<file path="src/url_form_decoder_macros.svh">
`ifndef URL_FORM_DECODER_MACROS_SVH
`define URL_FORM_DECODER_MACROS_SVH

// same-cycle implication
`define UFD_ASSERT_NOW(label, clk, rst_n, ante, cons, msg) \
	label: assert property (@(posedge clk) disable iff (!rst_n) (ante) |-> (cons)) \
		else $error(msg);

// next-cycle implication
`define UFD_ASSERT_NEXT(label, clk, rst_n, ante, cons, msg) \
	label: assert property (@(posedge clk) disable iff (!rst_n) (ante) |=> (cons)) \
		else $error(msg);

`endif

</file>
<file path="src/ufd_pkg.sv">
package ufd_pkg;

	typedef enum logic [1:0] {
		KIND_BYTE      = 2'd0,
		KIND_NAME_END  = 2'd1,
		KIND_VALUE_END = 2'd2,
		KIND_TEXT_END  = 2'd3
	} kind_t;

	typedef struct packed {
		logic [7:0]  out_byte;
		kind_t       kind;
		logic [15:0] pair_count;
		logic        last;
	} res_t;

	localparam int RES_DEPTH = 4;
	localparam int RES_PTR_W = 2;
	localparam int RES_CNT_W = 3;

	localparam logic [7:0] CH_NUL   = 8'h00;
	localparam logic [7:0] CH_CR    = 8'h0D;
	localparam logic [7:0] CH_LF    = 8'h0A;
	localparam logic [7:0] CH_SPACE = 8'h20;
	localparam logic [7:0] CH_PCT   = 8'h25;
	localparam logic [7:0] CH_AMP   = 8'h26;
	localparam logic [7:0] CH_PLUS  = 8'h2B;
	localparam logic [7:0] CH_ZERO  = 8'h30;
	localparam logic [7:0] CH_EQ    = 8'h3D;
	localparam logic [7:0] CH_UPA   = 8'h41;
	localparam logic [7:0] ALPHA_OFS = 8'd55;

	localparam logic [15:0] COUNT_MAX = 16'hFFFF;

	function automatic logic [7:0] hex_val(input logic [7:0] c);
		hex_val = (c >= CH_UPA) ? (c - ALPHA_OFS) : (c - CH_ZERO);
	endfunction

endpackage

</file>
<file path="src/ufd_raw_if.sv">
interface ufd_raw_if;
	logic       valid;
	logic       ready;
	logic [7:0] in_byte;

	modport source (output valid, output in_byte, input ready);
	modport sink (input valid, input in_byte, output ready);
endinterface

</file>
<file path="src/ufd_dec_if.sv">
interface ufd_dec_if;
	logic        valid;
	logic        ready;
	logic [7:0]  out_byte;
	logic [1:0]  kind;
	logic [15:0] pair_count;
	logic        last;

	modport source (output valid, output out_byte, output kind, output pair_count,
		output last, input ready);
	modport sink (input valid, input out_byte, input kind, input pair_count,
		input last, output ready);
endinterface

</file>
<file path="src/url_form_decoder.sv">
// Streaming form-urlencoded decoder. Raw bytes are taken on raw; a zero byte
// ends the text. Each byte gives zero, one or two result items on decoded: '+' becomes a
// space, %XY becomes one byte, %0D%0A becomes a single newline, '=' and '&' give name-end
// and value-end markers, and the zero byte gives a text-end item with the saturating
// count of raw '=' bytes. An accepted byte is held in the input stage register, and its
// results pass through the result queue. Input is taken back to back at one byte per cycle
// as long as results are drained; a byte with two results pushes both into the four-entry
// result queue at once, and the queue stops input when fewer than two slots are free.
`include "url_form_decoder_macros.svh"

module url_form_decoder (
	input  logic     clk,
	input  logic     arst_n,
	ufd_raw_if.sink  raw,
	ufd_dec_if.source decoded
);

	typedef enum logic [2:0] {
		PH_IDLE     = 3'd0,
		PH_PCT      = 3'd1,
		PH_DIGIT    = 3'd2,
		PH_CR       = 3'd3,
		PH_CR_PCT   = 3'd4,
		PH_CR_ZERO  = 3'd5
	} phase_t;

	logic                          valid_s1;
	logic [7:0]                    byte_s1;
	phase_t                        phase_q;
	logic [7:0]                    pv_q;
	logic [15:0]                   eq_q;

	logic                          advance;
	logic [ufd_pkg::RES_CNT_W-1:0] fifo_count;
	ufd_pkg::res_t                 fifo_head;
	logic                          pop;

	phase_t        phase_d;
	logic [7:0]    pv_d;
	logic [15:0]   eq_d;
	logic [15:0]   eq_inc;
	logic [7:0]    hv;
	logic [7:0]    esc;
	logic          pre_v;
	logic          main_v;
	ufd_pkg::res_t pre_r;
	ufd_pkg::res_t main_r;
	ufd_pkg::res_t out0;
	ufd_pkg::res_t out1;
	logic [1:0]    push_n;

	assign advance   = valid_s1 && (fifo_count <= ufd_pkg::RES_CNT_W'(2));
	assign raw.ready = !valid_s1 || advance;

	always_ff @(posedge clk or negedge arst_n) begin
		if (!arst_n) begin
			valid_s1 <= 1'b0;
		end else if (raw.valid && raw.ready) begin
			valid_s1 <= 1'b1;
		end else if (advance) begin
			valid_s1 <= 1'b0;
		end
	end

	always_ff @(posedge clk) begin
		if (raw.valid && raw.ready) begin
			byte_s1 <= raw.in_byte;
		end
	end

	always_comb begin
		hv     = ufd_pkg::hex_val(byte_s1);
		esc    = {pv_q[3:0], 4'b0000} + hv;
		eq_inc = (byte_s1 == ufd_pkg::CH_EQ && eq_q != ufd_pkg::COUNT_MAX) ?
			eq_q + 16'd1 : eq_q;
		phase_d = phase_q;
		pv_d    = pv_q;
		eq_d    = eq_inc;
		pre_v   = 1'b0;
		main_v  = 1'b0;
		pre_r   = '{out_byte: ufd_pkg::CH_CR, kind: ufd_pkg::KIND_BYTE,
			pair_count: 16'd0, last: 1'b0};
		main_r  = '{out_byte: byte_s1, kind: ufd_pkg::KIND_BYTE,
			pair_count: 16'd0, last: 1'b0};

		if (byte_s1 == ufd_pkg::CH_NUL) begin
			pre_v  = (phase_q == PH_CR) || (phase_q == PH_CR_PCT) || (phase_q == PH_CR_ZERO);
			main_v = 1'b1;
			main_r.out_byte   = 8'd0;
			main_r.kind       = ufd_pkg::KIND_TEXT_END;
			main_r.pair_count = eq_inc;
			phase_d = PH_IDLE;
			pv_d    = 8'd0;
			eq_d    = 16'd0;
		end else begin
			case (phase_q)
				PH_PCT: begin
					pv_d    = hv;
					phase_d = PH_DIGIT;
				end
				PH_DIGIT: begin
					if (esc == ufd_pkg::CH_CR) begin
						phase_d = PH_CR;
					end else begin
						main_v          = 1'b1;
						main_r.out_byte = esc;
						phase_d         = PH_IDLE;
					end
				end
				PH_CR_PCT: begin
					if (byte_s1 == ufd_pkg::CH_ZERO) begin
						phase_d = PH_CR_ZERO;
					end else begin
						pre_v   = 1'b1;
						pv_d    = hv;
						phase_d = PH_DIGIT;
					end
				end
				PH_CR_ZERO: begin
					pre_v = 1'b1;
					if (byte_s1 == ufd_pkg::CH_UPA) begin
						pre_v           = 1'b0;
						main_v          = 1'b1;
						main_r.out_byte = ufd_pkg::CH_LF;
						phase_d         = PH_IDLE;
					end else if (hv == ufd_pkg::CH_CR) begin
						phase_d = PH_CR;
					end else begin
						main_v          = 1'b1;
						main_r.out_byte = hv;
						phase_d         = PH_IDLE;
					end
				end
				default: begin
					// idle, or held carriage return
					if (phase_q == PH_CR && byte_s1 == ufd_pkg::CH_PCT) begin
						phase_d = PH_CR_PCT;
					end else begin
						pre_v   = (phase_q == PH_CR);
						phase_d = PH_IDLE;
						if (byte_s1 == ufd_pkg::CH_PCT) begin
							phase_d = PH_PCT;
						end else if (byte_s1 == ufd_pkg::CH_PLUS) begin
							main_v          = 1'b1;
							main_r.out_byte = ufd_pkg::CH_SPACE;
						end else if (byte_s1 == ufd_pkg::CH_EQ) begin
							main_v          = 1'b1;
							main_r.out_byte = 8'd0;
							main_r.kind     = ufd_pkg::KIND_NAME_END;
						end else if (byte_s1 == ufd_pkg::CH_AMP) begin
							main_v          = 1'b1;
							main_r.out_byte = 8'd0;
							main_r.kind     = ufd_pkg::KIND_VALUE_END;
						end else begin
							main_v = 1'b1;
						end
					end
				end
			endcase
		end

		pre_r.last  = !main_v;
		main_r.last = 1'b1;
		out0 = pre_v ? pre_r : main_r;
		out1 = main_r;
		if (!advance) begin
			push_n = 2'd0;
		end else begin
			push_n = {1'b0, pre_v} + {1'b0, main_v};
		end
	end

	always_ff @(posedge clk or negedge arst_n) begin
		if (!arst_n) begin
			phase_q <= PH_IDLE;
			pv_q    <= 8'd0;
			eq_q    <= 16'd0;
		end else if (advance) begin
			phase_q <= phase_d;
			pv_q    <= pv_d;
			eq_q    <= eq_d;
		end
	end

	assign pop = decoded.valid && decoded.ready;

	ufd_result_fifo u_fifo (
		.clk     (clk),
		.arst_n  (arst_n),
		.push_n  (push_n),
		.push_d0 (out0),
		.push_d1 (out1),
		.pop     (pop),
		.count   (fifo_count),
		.head    (fifo_head)
	);

	assign decoded.valid      = (fifo_count != '0);
	assign decoded.out_byte   = fifo_head.out_byte;
	assign decoded.kind       = fifo_head.kind;
	assign decoded.pair_count = fifo_head.pair_count;
	assign decoded.last       = fifo_head.last;

	`UFD_ASSERT_NOW(a_fifo_bound, clk, arst_n, 1'b1,
		fifo_count <= ufd_pkg::RES_CNT_W'(ufd_pkg::RES_DEPTH), "result queue overflow")
	`UFD_ASSERT_NEXT(a_text_end_clears, clk, arst_n, advance && byte_s1 == ufd_pkg::CH_NUL,
		phase_q == PH_IDLE && eq_q == 16'd0, "state not cleared after text end")
	`UFD_ASSERT_NEXT(a_second_follows, clk, arst_n, pop && !decoded.last,
		decoded.valid, "item without last not followed by another")
	`UFD_ASSERT_NEXT(a_accept_loads, clk, arst_n, raw.valid && raw.ready,
		valid_s1, "accepted item not held in input stage")

endmodule

</file>
<file path="src/ufd_result_fifo.sv">
module ufd_result_fifo (
	input  logic                           clk,
	input  logic                           arst_n,
	input  logic [1:0]                     push_n,
	input  ufd_pkg::res_t                  push_d0,
	input  ufd_pkg::res_t                  push_d1,
	input  logic                           pop,
	output logic [ufd_pkg::RES_CNT_W-1:0]  count,
	output ufd_pkg::res_t                  head
);

	ufd_pkg::res_t                  mem_q [ufd_pkg::RES_DEPTH];
	logic [ufd_pkg::RES_PTR_W-1:0]  wp_q;
	logic [ufd_pkg::RES_PTR_W-1:0]  rp_q;
	logic [ufd_pkg::RES_CNT_W-1:0]  count_q;
	logic [ufd_pkg::RES_PTR_W-1:0]  wp_plus1;

	assign wp_plus1 = wp_q + {{(ufd_pkg::RES_PTR_W-1){1'b0}}, 1'b1};
	assign count    = count_q;
	assign head     = mem_q[rp_q];

	always_ff @(posedge clk or negedge arst_n) begin
		if (!arst_n) begin
			wp_q    <= '0;
			rp_q    <= '0;
			count_q <= '0;
		end else begin
			wp_q    <= wp_q + ufd_pkg::RES_PTR_W'(push_n);
			rp_q    <= rp_q + ufd_pkg::RES_PTR_W'(pop);
			count_q <= count_q + ufd_pkg::RES_CNT_W'(push_n) - ufd_pkg::RES_CNT_W'(pop);
		end
	end

	always_ff @(posedge clk) begin
		if (push_n != 2'd0) begin
			mem_q[wp_q] <= push_d0;
		end
		if (push_n == 2'd2) begin
			mem_q[wp_plus1] <= push_d1;
		end
	end

endmodule

</file>
<file path="src/flat_wrapper.sv">
// flat-port wrapper written by rule: the top's interface ports become plain ports
module url_form_decoder_flat 
  (clk, arst_n, raw_valid, raw_in_byte, raw_ready, decoded_valid, decoded_out_byte, decoded_kind, decoded_pair_count, decoded_last, decoded_ready);
  ufd_raw_if raw_i ();
  ufd_dec_if decoded_i ();
  input  logic clk;
  input  logic arst_n;
  input wire logic [$bits(raw_i.valid)-1:0] raw_valid;
  input wire logic [$bits(raw_i.in_byte)-1:0] raw_in_byte;
  output wire logic [$bits(raw_i.ready)-1:0] raw_ready;
  output wire logic [$bits(decoded_i.valid)-1:0] decoded_valid;
  output wire logic [$bits(decoded_i.out_byte)-1:0] decoded_out_byte;
  output wire logic [$bits(decoded_i.kind)-1:0] decoded_kind;
  output wire logic [$bits(decoded_i.pair_count)-1:0] decoded_pair_count;
  output wire logic [$bits(decoded_i.last)-1:0] decoded_last;
  input wire logic [$bits(decoded_i.ready)-1:0] decoded_ready;
  assign raw_i.valid = raw_valid;
  assign raw_i.in_byte = raw_in_byte;
  assign raw_ready = raw_i.ready;
  assign decoded_valid = decoded_i.valid;
  assign decoded_out_byte = decoded_i.out_byte;
  assign decoded_kind = decoded_i.kind;
  assign decoded_pair_count = decoded_i.pair_count;
  assign decoded_last = decoded_i.last;
  assign decoded_i.ready = decoded_ready;
  url_form_decoder u_core (.clk(clk), .arst_n(arst_n), .raw(raw_i), .decoded(decoded_i));
endmodule
</file>
<file path="config.mk">
export PLATFORM = sky130hd
export DESIGN_NAME = url_form_decoder_flat
export DESIGN_NICKNAME = d
export VERILOG_FILES = /design/src/ufd_pkg.sv /design/src/ufd_raw_if.sv /design/src/ufd_dec_if.sv /design/src/url_form_decoder.sv /design/src/ufd_result_fifo.sv /design/src/flat_wrapper.sv
export VERILOG_INCLUDE_DIRS = /design/src /design/src/src
export SDC_FILE = /design/constraint.sdc
export NUM_CORES = 1
export LEC_CHECK = 0
export BUFFER_PORTS_ARGS = -buffer_cell sky130_fd_sc_hd__buf_2
export CAP_MARGIN = 5
export CELL_PAD_IN_SITES_DETAIL_PLACEMENT = 2
export CELL_PAD_IN_SITES_GLOBAL_PLACEMENT = 2
export CORE_ASPECT_RATIO = 1.4
export CORE_MARGIN = 2
export CORE_UTILIZATION = 45
export CTS_CLUSTER_DIAMETER = 50
export CTS_CLUSTER_SIZE = 25
export DETAILED_ROUTE_END_ITERATION = 10
export PLACE_DENSITY_LB_ADDON = 0.2
export SLEW_MARGIN = 15
export SYNTH_ARGS = -nofsm -noshare
export SYNTH_HDL_FRONTEND = slang
export SYNTH_SLANG_ARGS = --single-unit
</file>
<file path="constraint.sdc">
create_clock -name clk -period 13.7 [get_ports clk]
set_clock_uncertainty 0.1 [all_clocks]
set_input_delay 2.74 -clock clk [delete_from_list [all_inputs] [get_ports clk]]
set_output_delay 2.74 -clock clk [all_outputs]
set_load 0.05 [all_outputs]
</file>
* After elaboration in Yosys (flattened, before gate mapping)
Memories as Yosys holds them, arrays and structs flattened.
Index checks and enable logic that the tools add are counted.
** Word-level totals
- Bits of input ports :: 12
- Bits in writable memories :: 108
- Register bits :: 39
- Memories :: 1
- Output and inout bits :: 29
** Memory list
- u_core.u_fifo.mem_q :: depth 4, width 27, rd ports 1, clocked after Yosys merged registers in 0, wr ports 2, RTL line ufd_result_fifo.sv:12 : ufd_pkg::res_t mem_q [ufd_pkg::RES_DEPTH];
** Cells by class
- Muxes and demuxes :: 47
- Equality and inequality tests :: 16
- $lt $le $gt $ge :: 2
- Reduce and logical (&&, ||, !) cells :: 19
- Add/sub/neg operators :: 10
** Operators with widths (count)
- $mux W10 :: 5
- $mux W16 :: 3
- $eq A8 B6 Y1 const B :: 5
- $mux W8 :: 5
- $mux W27 :: 1
- $pmux W8 S3 :: 1
- $mux W1 :: 17
- $add A16 B1 Y16 const B :: 1
- $eq A8 B4 Y1 const B :: 2
- $ne A16 B16 Y1 const B :: 1
- $sub A8 B6 Y8 const B :: 2
- $mux W3 :: 4
- $pmux W3 S4 :: 1
- $mux W2 :: 5
- $add A8 B8 Y8 :: 1
- $eq A8 B7 Y1 const B :: 1
- $ge A8 B7 Y1 const B :: 1
- $logic_not A8 Y1 :: 1
- $mux W4 :: 2
- $pmux W4 S2 :: 1
- $eq A3 B2 Y1 const B :: 2
- $eq A3 B3 Y1 const B :: 2
- $pmux W1 S3 :: 2
- $reduce_bool A3 Y1 :: 2
- other kinds (17) :: 26

* Logic depth before layout (Yosys ltp)
Gate-level depths: netlist (run 1).
- Depth after elaboration :: 12
- Depth in mapped cells :: 25

* Modules after synthesis
A second synthesis (run 1) with hierarchy kept.
** Unflattened totals
- Cell total of the unflattened synthesis :: 729
- Area, all modules :: 8899.8 sq um
** Modules (own cells, without submodules)
- ufd_result_fifo :: cells an instance 297, area an instance 5604.1 sq um, sequential area each 3418.3 sq um, instances 1
- url_form_decoder :: cells an instance 432, area an instance 3295.7 sq um, sequential area each 840.8 sq um, instances 1

* Least setup slack after synthesis (run 1)
No wires, ideal clock.
- Kind :: register to register
- Start point :: reg u_core.byte_s1[0]
- End point :: mem u_core.u_fifo.mem_q[2][25] (netlist name) (data pin)
- Cell stages (with the launch flop) :: 22
- Slack :: 8018 ps
- Buffers on the path :: 2
- Arrival time :: 5425 ps
- Data required time :: 13443 ps
- Cells stage by stage :: edfxtp_1 > ha_1 > or4b_4 > a211oi_1 > buf_2 > o211ai_1 > inv_1 > ha_1 > fa_1 > nor3_1 > o211ai_1 > nor2_1 > o211ai_1 > ha_1 > nor3b_1 > o21ai_0 > nand2_1 > nand2_1 > inv_1 > nand2_1 > clkbuf_1 > nor3_1
** RTL lines
- start, declared :: RTL line url_form_decoder.sv:28 : logic [7:0] byte_s1;
- start signal, assigned :: RTL line url_form_decoder.sv:67 : byte_s1 <= raw.in_byte;
- end, declared :: RTL line ufd_result_fifo.sv:12

==> metrics.md, run 1 <==
| Metric | Value |
|---|---|
| Synth cell types | 68 |
| Boundary Pins | 41 |
| Actual slew at the worst max-slew pin | 1.098 ns |
| RSZ-0062 raised after global routing | no |
| Drt pass-1 iters | 5 |
| Cell taking the most area after synthesis | edfxtp_1 |
| Total power | 1875 uW |
| Vias in the first global route | 7,149 |
| R2R Path Start | u_core.byte_s1[0] |
| Relative slew slack | 26.64% |
| H-Tree Level Count | 4 |
| Fraction of registers with async set/reset | 21.09% |
| Crit Path Class | reg -> reg |
| Reg2reg path depth | 20 |
| Crit path capture type | flip-flop |
| Post-layout util | 51.72% |
| Worst-path fanout max | 29 |
| Sum Neg Setup Slack | 0 ns |
| Seq cells post-synth | 147 |
| Clock Sinks | 147 |
| Final net count | 797 |
| Routed via count | 6,285 |
| Routed length per instance | 25.90 um |
| PortBufs | 40 |
| Site row count | 57 |
| CTS tree | yes |
| Multi-input gate area | 0.003556 mm^2 |
| WHS Path Cells | 2 |
| Post-Syn Nets | 773 |
| Worst hold path endpoint | u_core.u_fifo.mem_q[3][0] |
| Most frequent cells in the layout | nor2_1 (112), edfxtp_1 (112), nand2_1 (71) |
| Number of synthesized flops with an enable pin | 112 |
| Drt drc | 0 |
| Pins Over Slew Limit | 0 |
| ANT cells | 0 |
| Die Y | 162.2 um |
| CTS Root Cell | clkbuf_16 |
| Hold buffers post-CTS | 0 |
| Met3 Use GR | 4.590% |
| Post-route antenna net violation count | 0 |
| Die Area | 0.01897 mm^2 |
| Num CTS Buffers | 17 |
| Routability cong. | 0.8968 |
| Area of the core | 0.01740 mm^2 |
| Final worst path period need | 7.038 ns |
| Min-delay src | u_core.u_fifo.mem_q[3][0] |
| Met2 usage | 53.18% |
| Synthesized area | 0.008040 mm^2 |
| Leakage power | 0.003221 uW |
| Max Cap Viol | 0 |
| Iter 0 DRT Violations | 486 |
| CP bufs+invs | 2 |
| Crit-path slowest cell | nand2_1 |
| Fmax | 142.1 MHz |
| Initial Util | 46.20% |
| Tightest Hold Check Type | reg -> reg |
| CP Data Required Time | 13.84 ns |
| R2R setup slack | 6.66 ns |
| Syn Area/Cell | 10.87 um^2 |
| Ys Warns | 0 |
| Top_reg_cell synth | edfxtp_1 |
| Met1 global-route usage | 31.15% |
| Top-area cell type share of the netlist area | 41.83% |
| Clock transition at path regs | 0.06 ns |
| Skew-Pair Late Insertion Delay | 0.43 ns |
| Layout cell share with drive strength beyond 1 | 16.60% |
| Worst VDD drop | 139.9 uV |
| Die Width | 117.0 um |
| CP max stage delay | 0.83 ns |
| DR vias/cell | 6.204 |
| Top cells by area, synth | edfxtp_1 (42%), dfrtp_1 (9.6%), mux4_2 (7.6%), nor2_1 (5.2%), nand2_1 (3.3%) |
| Cells after Synth | 740 |
| CP arrival | 7.17 ns |
| Largest net degree at the start of global routing | 40 |
| Gr busiest metal | met2 |
| Final setup fails | 0 |
| Part of the Yosys area used for sequential elements | 52.47% |
| Overflow after GRT | 0 |
| Outcome | complete, no violations |
| CTS max path bufs | 2 |
| DRT Wirelength | 26.24 mm |
| Register area | 0.004220 mm^2 |
| Area delta synth->final | 11.94% |
| Final Hold Viols | 0 |
| Crit-path cells | inv_1, ha_1, or4b_4, a211o_1, a31oi_1, ha_1, a21o_1, a21oi_1, xnor2_1, xnor2_1, nor2_1, o211ai_1, ha_1, nor3b_1, o21ai_0, nand2_1, nand2_1, inv_2, nand2_1, nor2_1 |
| Post-CTS Resized | 0 |
| Total GRT Usage | 29.12% |
| Initial antenna violation count | 0 |
| First-pass GRT wire length | 40.97 mm |
| Post-CTS setup buffer count | 0 |
| Top delay family on crit path | simple AND/OR/NAND/NOR gates |
| CP Launch Type | flip-flop |
| Detailed placer's ending HPWL | 18.10 mm |
| PwrDens | 208.3 mW/mm^2 |
| Fin crit share | 51.37% |
| # fillers | 1,828 |
| Reg-to-Reg End | u_core.u_fifo.mem_q[2][23] |
-- worst max path at each step --
| stage | start | to | slack [ns] | cells after the start |
|---|---|---|---|---|
| floorplan | u_core.byte_s1[0] | u_core.u_fifo.mem_q[2][25] | 8.02 | 21 |
| global placement | u_core.byte_s1[0] | u_core.u_fifo.mem_q[2][11] | 6.66 | 19 |
| detailed placement | u_core.byte_s1[0] | u_core.u_fifo.mem_q[2][11] | 6.23 | 20 |
| CTS | u_core.byte_s1[0] | u_core.u_fifo.mem_q[2][23] | 6.05 | 19 |
| global route | u_core.byte_s1[1] | u_core.u_fifo.mem_q[2][25] | 6.09 | 21 |
| finish | u_core.byte_s1[0] | u_core.u_fifo.mem_q[2][23] | 6.66 | 20 |
-- synth_stat cells (9+ instances only) --
| master | count |
|---|---|
| and3_1 | 12 |
| inv_1 | 27 |
| o211ai_1 | 9 |
| nand2_1 | 71 |
| nand3_1 | 16 |
| clkbuf_1 | 37 |
| nor2_1 | 112 |
| a31oi_1 | 12 |
| mux4_2 | 27 |
| o21ai_0 | 46 |
| xnor2_1 | 16 |
| a21oi_1 | 34 |
| dfrtp_1 | 31 |
| xor2_1 | 9 |
| ha_1 | 19 |
| edfxtp_1 | 112 |
| nor3_1 | 20 |
-- flip-flops by register name, summed over array words and instances, names as in the netlist --
name	count
u_core.byte_s1	8
u_core.u_fifo.count	3
u_core.phase_q	3
u_core.valid_s1	1
u_core.pv_q	4
u_core.eq_q	16
u_core.u_fifo.rp_q	2
u_core.u_fifo.mem_q	108
u_core.u_fifo.wp_q	2
-- per-stage QoR --
stage          instances  setup slack [ns]  hold WS [ns]  instance area (um^2)
3_3_place_gp         981             6.662        0.3762                  8433
4_1_cts             1013             6.050        0.4067                  9000
6_report            1013             6.662        0.4081                  9000
5_1_grt             1013             6.093        0.4417                  9000
2_1_floorplan        740             8.018        0.3528                  8040
3_5_place_dp         981             6.225        0.3901                  8433
-- worst reg2reg max path, stage by stage (launching register included) --
cell and delay, ns:
edfxtp_1 0.56, inv_1 0.26, ha_1 0.19, or4b_4 0.50, a211o_1 0.39, a31oi_1 0.53, ha_1 0.36, a21o_1 0.18
a21oi_1 0.17, xnor2_1 0.20, xnor2_1 0.17, nor2_1 0.21, o211ai_1 0.11, ha_1 0.42, nor3b_1 0.37, o21ai_0 0.15
nand2_1 0.10, nand2_1 0.11, inv_2 0.52, nand2_1 0.83, nor2_1 0.43
-- report_power, final --
group	internal (uW)	total, uW	switching [uW]	leakage, uW
registers	576	661	85.2	0.00150
logic	224	759	534	0.00145
clock network	267	455	189	0.000274
-- layer usage --
metal	up-vias	share of wire (%)
li1	2799	-
met1	3234	36
met2	168	55
met3	84	3.7
met4	0	5.5
met5	-	0
-- layout make-up --
cell class | instances | share of cell area (%)
inverters | 27 | 1.126
clock buffers | 18 | 4.769
flip-flops and latches | 147 | 46.89
well taps | 236 | 3.281
multi-input cells | 523 | 39.51
repair buffers | 48 | 2.892
clock inverters | 14 | 1.529
-- kinds of logic after synthesis --
family                     Yosys count  synth area share (%)
muxes                               32                 8.279
xor gates and xnor gates            25                 2.723
and+or+nand+nor                    285                 16.56
AOI/OAI and AO/OA                  157                 12.84
DFF                                147                 52.47
adders and majority gates           24                 3.828
buffers and inverters               70                 3.299
Power figures use the tool's default switching activity.
==> run 2: changes to the inputs <==
--- a/config.mk
+++ b/config.mk
@@ -12,7 +12,7 @@
 export CELL_PAD_IN_SITES_GLOBAL_PLACEMENT = 2
 export CORE_ASPECT_RATIO = 1.4
 export CORE_MARGIN = 2
-export CORE_UTILIZATION = 45
+export CORE_UTILIZATION = 37
 export CTS_CLUSTER_DIAMETER = 50
 export CTS_CLUSTER_SIZE = 25
 export DETAILED_ROUTE_END_ITERATION = 10
==> constraint.sdc (replaced) <==
create_clock -name clk -period 6.15 [get_ports clk]
set_clock_uncertainty 0.1 [all_clocks]
set_input_delay 1.23 -clock clk [delete_from_list [all_inputs] [get_ports clk]]
set_output_delay 1.23 -clock clk [all_outputs]
set_load 0.05 [all_outputs]
==> metrics.md, run 2 (same netlist as run 1, synthesis figures left out) <==
| Metric | Value |
|---|---|
| CTS Root Cell | clkbuf_16 |
| CP bufs+invs | 4 (+2) |
| Routed length per instance | 24.23 um (-6.5%) |
| PortBufs | 40 (unchanged) |
| Pins Over Slew Limit | 0 (unchanged) |
| Initial Util | 37.78% (-8.4 points) |
| Routed via count | 6,204 (-1.3%) |
| Crit-path slowest cell | or4b_4 |
| Multi-input gate area | 0.003581 mm^2 (+0.70%) |
| Layout cell share with drive strength beyond 1 | 18.56% (+2.0 points) |
| Fin crit share | 94.87% (+43 points) |
| Drt pass-1 iters | 6 (+1) |
| Site row count | 63 (+11%) |
| DR vias/cell | 5.897 (-4.9%) |
| Detailed placer's ending HPWL | 17.98 mm (-0.63%) |
| CTS tree | yes |
| Final worst path period need | 5.834 ns (-1.203 ns) |
| Area of the core | 0.02128 mm^2 (+22%) |
| Most frequent cells in the layout | nor2_1 (112), edfxtp_1 (112), nand2_1 (70) |
| Hold buffers post-CTS | 0 (unchanged) |
| CP Data Required Time | 6.25 ns (-7.59 ns) |
| Final net count | 812 (+1.9%) |
| Clock Sinks | 147 (unchanged) |
| Die Y | 178.4 um (+10%) |
| Routability cong. | 0.8879 (-0.99%) |
| Skew-Pair Late Insertion Delay | 0.44 ns (about the same) |
| Num CTS Buffers | 17 (unchanged) |
| Post-route antenna net violation count | 0 (unchanged) |
| Crit path capture type | flip-flop |
| CP max stage delay | 0.55 ns (-0.28 ns) |
| Final setup fails | 0 (unchanged) |
| Post-route cell area | 0.009216 mm^2 (+2.4%) |
| Hold Slack | 0.3971 ns (-0.01099 ns) |
| PwrDens | 464.3 mW/mm^2 (+120%) |
| Placed instance area | 0.008553 mm^2 (+1.4%) |
| Boundary Pins | 41 (unchanged) |
| Final Hold Viols | 0 (unchanged) |
| Overflow after GRT | 0 (unchanged) |
| Relative slew slack | 27.34% (+0.70 points) |
| Vias in the first global route | 7,017 (-1.8%) |
| Die Area | 0.02294 mm^2 (+21%) |
| Largest register FFs | 108 (unchanged) |
| Tightest Hold Check Type | reg -> reg |
| Leakage power | 0.003310 uW (+2.8%) |
| H-Tree Level Count | 4 (unchanged) |
| Initial antenna violation count | 0 (unchanged) |
| Worst-path fanout max | 28 (-3.4%) |
| Clock transition at path regs | 0.07 ns (about the same) |
| ANT cells | 0 (unchanged) |
| Worst VDD drop | 216.4 uV (+55%) |
| Total GRT Usage | 23.53% (-5.6 points) |
| DRT Wirelength | 25.49 mm (-2.9%) |
| R2R setup slack | 0.32 ns (-6.35 ns) |
| Top delay family on crit path | simple AND/OR/NAND/NOR gates |
| Biggest register | u_core.u_fifo.mem_q |
| Crit Path Class | reg -> reg |
| Crit-path cells | inv_1, ha_1, or4b_4, a2111o_1, o211ai_1, inv_1, ha_1, fa_1, xor2_1, nor3_1, o211ai_1, nor2_1, o211ai_1, ha_1, or3b_2, nand2_1, nand2_1, inv_1, clkbuf_8, a31oi_1, o41ai_1 |
| Iter 0 DRT Violations | 284 (-42%) |
| Actual slew at the worst max-slew pin | 1.090 ns (-0.007833 ns) |
| Area delta synth->final | 14.63% |
| First-pass GRT wire length | 40.15 mm (-2.0%) |
| Largest net degree at the start of global routing | 40 (unchanged) |
| Drt drc | 0 (unchanged) |
| CP Launch Type | flip-flop |
| Fmax | 171.4 MHz (+21%) |
| CP arrival | 5.94 ns (-1.23 ns) |
| # fillers | 2,233 (+22%) |
| Max Cap Viol | 0 (unchanged) |
| Die Width | 128.6 um (+9.9%) |
| CTS max path bufs | 2 (unchanged) |
| Register area | 0.004220 mm^2 (unchanged) |
| Outcome | complete, no violations |
| Leading registers by flop count | u_core.u_fifo.mem_q x108, u_core.eq_q x16, u_core.byte_s1 x8 |
==> run 2: per-layer routing <==
metal | global-route usage [%] | vias to the layer above | part of all wire [%]
li1 | - | 2831 | -
met1 | 24.74 | 3214 | 38
met2 | 45.19 | 103 | 56
met3 | 4.079 | 56 | 2.3
met4 | 10.55 | 0 | 3.7
met5 | 0 | - | 0
==> run 2: worst paths after layout <==
kind / start / to / depth (start not counted)
hold / removal: u_core.pv_q[2] / u_core.pv_q[2] / 2
hold reg to reg: u_core.pv_q[2] / u_core.pv_q[2] / 2
min in group asynchronous: arst_n / u_core.pv_q[0] / 1
setup reg to reg: u_core.byte_s1[1] / u_core.u_fifo.mem_q[0][21] / 21
max in group asynchronous: arst_n / u_core.u_fifo.rp_q[0] / 1
setup / recovery: u_core.byte_s1[1] / u_core.u_fifo.mem_q[0][21] / 21
==> run 2: stage by stage <==
| step | power, uW | setup WS [ns] | instances | util, % | setup TNS (ns) |
|---|---|---|---|---|---|
| 3_3_place_gp | 3145 | 0.3811 | 1017 | 40.19 | 0 |
| 4_1_cts | 4318 | 0.2031 | 1049 | 43.06 | 0 |
| 3_5_place_dp | 3222 | -0.1049 | 1017 | 40.19 | -0.1624 |
| 2_1_floorplan | 2685 | 0.4676 | 740 | - | 0 |
| 5_1_grt | 4496 | -0.03166 | 1052 | 43.30 | -0.08823 |
| 6_report | 4279 | 0.3158 | 1052 | 43.30 | 0 |
==> run 2: worst reg2reg max path, stage by stage, from the launching register on <==
cell      delay, ns
edfxtp_1       0.47
inv_1          0.16
ha_1           0.30
or4b_4         0.55
a2111o_1       0.38
o211ai_1       0.22
inv_1          0.10
ha_1           0.23
fa_1           0.38
xor2_1         0.19
nor3_1         0.20
o211ai_1       0.19
nor2_1         0.19
o211ai_1       0.11
ha_1           0.45
or3b_2         0.47
nand2_1        0.07
nand2_1        0.10
inv_1          0.19
clkbuf_8       0.34
a31oi_1        0.13
o41ai_1        0.10
==> run 2: timing repair <==
item | CTS | global route
gates resized for setup | 2 | 7
gates cloned | 0 | 0
buffers inserted | 0 | 3
endpoints found under the setup margin | 14 | 77
pin swaps | 0 | 0
==> run 2: final cells by class <==
| type | count | share of cell area [%] |
|---|---|---|
| repair buffers | 63 | 4.181 |
| clock buffers | 20 | 4.847 |
| well taps | 260 | 3.530 |
| clock inverters | 12 | 1.697 |
| flip-flops and latches | 147 | 45.79 |
| multi-input cells | 523 | 38.85 |
| inverters | 27 | 1.100 |
==> run 2: power by group <==
group          internal [uW]  switching [uW]
clock                    650             436
sequential              1280             163
combinational            529            1220
total                   2460            1820
==> run 3: changes to the inputs <==
--- a/config.mk
+++ b/config.mk
@@ -8,11 +8,9 @@
 export LEC_CHECK = 0
 export BUFFER_PORTS_ARGS = -buffer_cell sky130_fd_sc_hd__buf_2
 export CAP_MARGIN = 5
-export CELL_PAD_IN_SITES_DETAIL_PLACEMENT = 2
-export CELL_PAD_IN_SITES_GLOBAL_PLACEMENT = 2
 export CORE_ASPECT_RATIO = 1.4
 export CORE_MARGIN = 2
-export CORE_UTILIZATION = 37
+export CORE_UTILIZATION = 56
 export CTS_CLUSTER_DIAMETER = 50
 export CTS_CLUSTER_SIZE = 25
 export DETAILED_ROUTE_END_ITERATION = 10
==> metrics.md, run 3 (same netlist as run 1, synthesis figures left out) <==
| Metric | Value |
|---|---|
| Outcome | complete, no violations |
| Leakage power | 0.003276 uW (-1.0%) |
| RSZ-0062 raised after global routing | no |
| CTS Root Cell | clkbuf_16 |
| R2R setup slack | 0.44 ns (+0.12 ns) |
| DP Cell Count | 939 (-7.7%) |
| PortBufs | 40 (unchanged) |
| Die Width | 105.3 um (-18%) |
| Initial antenna violation count | 0 (unchanged) |
| Fin crit share | 92.86% (-2.0 points) |
| Layout cell share with drive strength beyond 1 | 17.68% (-0.88 points) |
| CP Data Required Time | 6.21 ns (-0.04 ns) |
| Most frequent cells in the layout | nor2_1 (112), edfxtp_1 (112), nand2_1 (71) |
| Boundary Pins | 41 (unchanged) |
| Num CTS Buffers | 17 (unchanged) |
| Skew-Pair Late Insertion Delay | 0.42 ns (-0.02 ns) |
| Relative slew slack | 31.99% (+4.6 points) |
| Worst VDD drop | 223.2 uV (+3.1%) |
| Placed instance area | 0.008437 mm^2 (-1.4%) |
| Min-delay src | u_core.u_fifo.mem_q[3][0] |
| CP max stage delay | 0.55 ns (about the same) |
| Final net count | 806 (-0.74%) |
| Final setup fails | 0 (unchanged) |
| Actual slew at the worst max-slew pin | 1.016 ns (-0.07344 ns) |
| Hold buffers post-CTS | 0 (unchanged) |
| Crit-path cells | ha_1, or4b_4, a2111o_1, o211ai_1, inv_1, ha_1, fa_1, xor2_1, nor3_1, o211ai_1, nor2_1, o211ai_1, ha_1, and3b_1, o21ai_0, nand2_1, nand2_1, inv_1, buf_4, a31oi_1, o41ai_1 |
| Pins Over Slew Limit | 0 (unchanged) |
| Post-route cell area | 0.009037 mm^2 (-1.9%) |
| Fmax | 175.1 MHz (+2.2%) |
| Crit path capture type | flip-flop |
| Total GRT Usage | 28.00% (+4.5 points) |
| CP bufs+invs | 3 (-1) |
| Area of the core | 0.01397 mm^2 (-34%) |
| Leading registers by flop count | u_core.u_fifo.mem_q x108, u_core.eq_q x16, u_core.byte_s1 x8 |
| Overflow after GRT | 0 (unchanged) |
| Drt drc | 0 (unchanged) |
| H-Tree Level Count | 4 (unchanged) |
| Post-CTS Resized | 0 (-2) |
| Critical Path Sink | u_core.u_fifo.mem_q[0][21] |
| Drt pass-1 iters | 5 (-1) |
| Crit path launch | u_core.byte_s1[0] |
| Total power | 4151 uW (-3.0%) |
| Biggest register | u_core.u_fifo.mem_q |
| Iter 0 DRT Violations | 598 (+110%) |
| Clock transition at path regs | 0.07 ns (about the same) |
| Routed length per instance | 21.32 um (-12%) |
| Die Area | 0.01535 mm^2 (-33%) |
| DRT Wirelength | 20.70 mm (-19%) |
| Worst-path fanout max | 16 (-43%) |
| CP arrival | 5.77 ns (-0.17 ns) |
| Site row count | 51 (-19%) |
| CP Launch Type | flip-flop |
| Routability cong. | 0.9409 (+6.0%) |
| Final Non-Filler Cells | 971 (-7.7%) |
| Reg2reg path depth | 21 (unchanged) |
| Initial Util | 57.53% (+20 points) |
| Largest register FFs | 108 (unchanged) |
| Vias in the first global route | 6,334 (-9.7%) |
| Final Hold Viols | 0 (unchanged) |
| Register area | 0.004220 mm^2 (unchanged) |
| Post-CTS setup buffer count | 0 (unchanged) |
| DR vias/cell | 6.348 (+7.6%) |
| Top delay family on crit path | simple AND/OR/NAND/NOR gates |
| PwrDens | 459.3 mW/mm^2 (-1.1%) |
| Critical path depth | 21 (unchanged) |
| Post-route antenna net violation count | 0 (unchanged) |
| Reg-to-Reg End | u_core.u_fifo.mem_q[0][21] |
| ANT cells | 0 (unchanged) |
| Crit Path Class | reg -> reg |
| Multi-input gate area | 0.003562 mm^2 (-0.52%) |
| First-pass GRT wire length | 33.29 mm (-17%) |
| Final worst path period need | 5.711 ns (-0.1235 ns) |
| Max Cap Viol | 0 (unchanged) |
| Crit-path slowest cell | or4b_4 |
| Detailed placer's ending HPWL | 14.04 mm (-22%) |
| CTS tree | yes |
| Area delta synth->final | 12.40% |
| CTS max path bufs | 2 (unchanged) |
| Die Y | 145.8 um (-18%) |
| Routed via count | 6,164 (-0.64%) |
| Largest net degree at the start of global routing | 40 (unchanged) |
| R2R Path Start | u_core.byte_s1[0] |
| # fillers | 1,102 (-51%) |
| Clock Sinks | 147 (unchanged) |
| Tightest Hold Check Type | reg -> reg |
| Sum Neg Setup Slack | 0 ns (unchanged) |
## run 3: cell types whose count changed in the layout (fill, tap and decap cells not counted), sizes merged
cell / previous run / this run
clkinvlp: 4 / 2
bufinv: 3 / 1
buf: 61 / 57
clkbuf: 22 / 17
inv: 29 / 36
## run 3: report_power, final
group | internal (uW) | switching (uW)
Combinational | 516 | 1160
Clock | 578 | 457
Sequential | 1280 | 157
Total | 2370 | 1780
## run 3: per-stage QoR
step           worst slack [ns]  utilization (%)  hold slack [ns]
2_1_floorplan            0.4676                -           0.3528
3_3_place_gp             0.5355            60.37           0.3750
3_5_place_dp             0.3606            60.37           0.3833
4_1_cts                  0.3271            64.60           0.3982
5_1_grt                 0.03034            64.67           0.4112
6_report                 0.4392            64.67           0.4031
## run 3: per-layer routing
layer	track usage (%)	up-vias	wire length [um]	share of wire, %
met2	51.77	245	11420	55
met5	0	-	0	0
met3	4.030	58	1051	5.1
li1	-	2831	-	-
met4	13.07	0	845	4.1
met1	31.28	3030	7382	36
## run 3: worst min-delay path by stage
stage,end,cells after the start,slack [ns]
2_1_floorplan,u_core.u_fifo.mem_q[3][0],2,0.35
3_3_place_gp,u_core.eq_q[15],1,0.37
3_5_place_dp,u_core.pv_q[0],2,0.38
4_1_cts,u_core.pv_q[2],2,0.40
5_1_grt,u_core.eq_q[15],1,0.41
6_report,u_core.u_fifo.mem_q[3][0],2,0.40
## run 3: area by class of cell
| cell class | instances | area share (%) |
|---|---|---|
| inverters | 27 | 1.121 |
| well taps | 185 | 2.561 |
| flip-flops and latches | 147 | 46.70 |
| repair buffers | 57 | 3.669 |
| multi-input cells | 523 | 39.42 |
| clock buffers | 17 | 4.707 |
| clock inverters | 15 | 1.827 |
## run 3: tightest hold or removal path, cell delays in order, from the launching register on
cell and delay (ns):
dfxtp_1 0.35, a32oi_1 0.06, o21ai_0 0.06
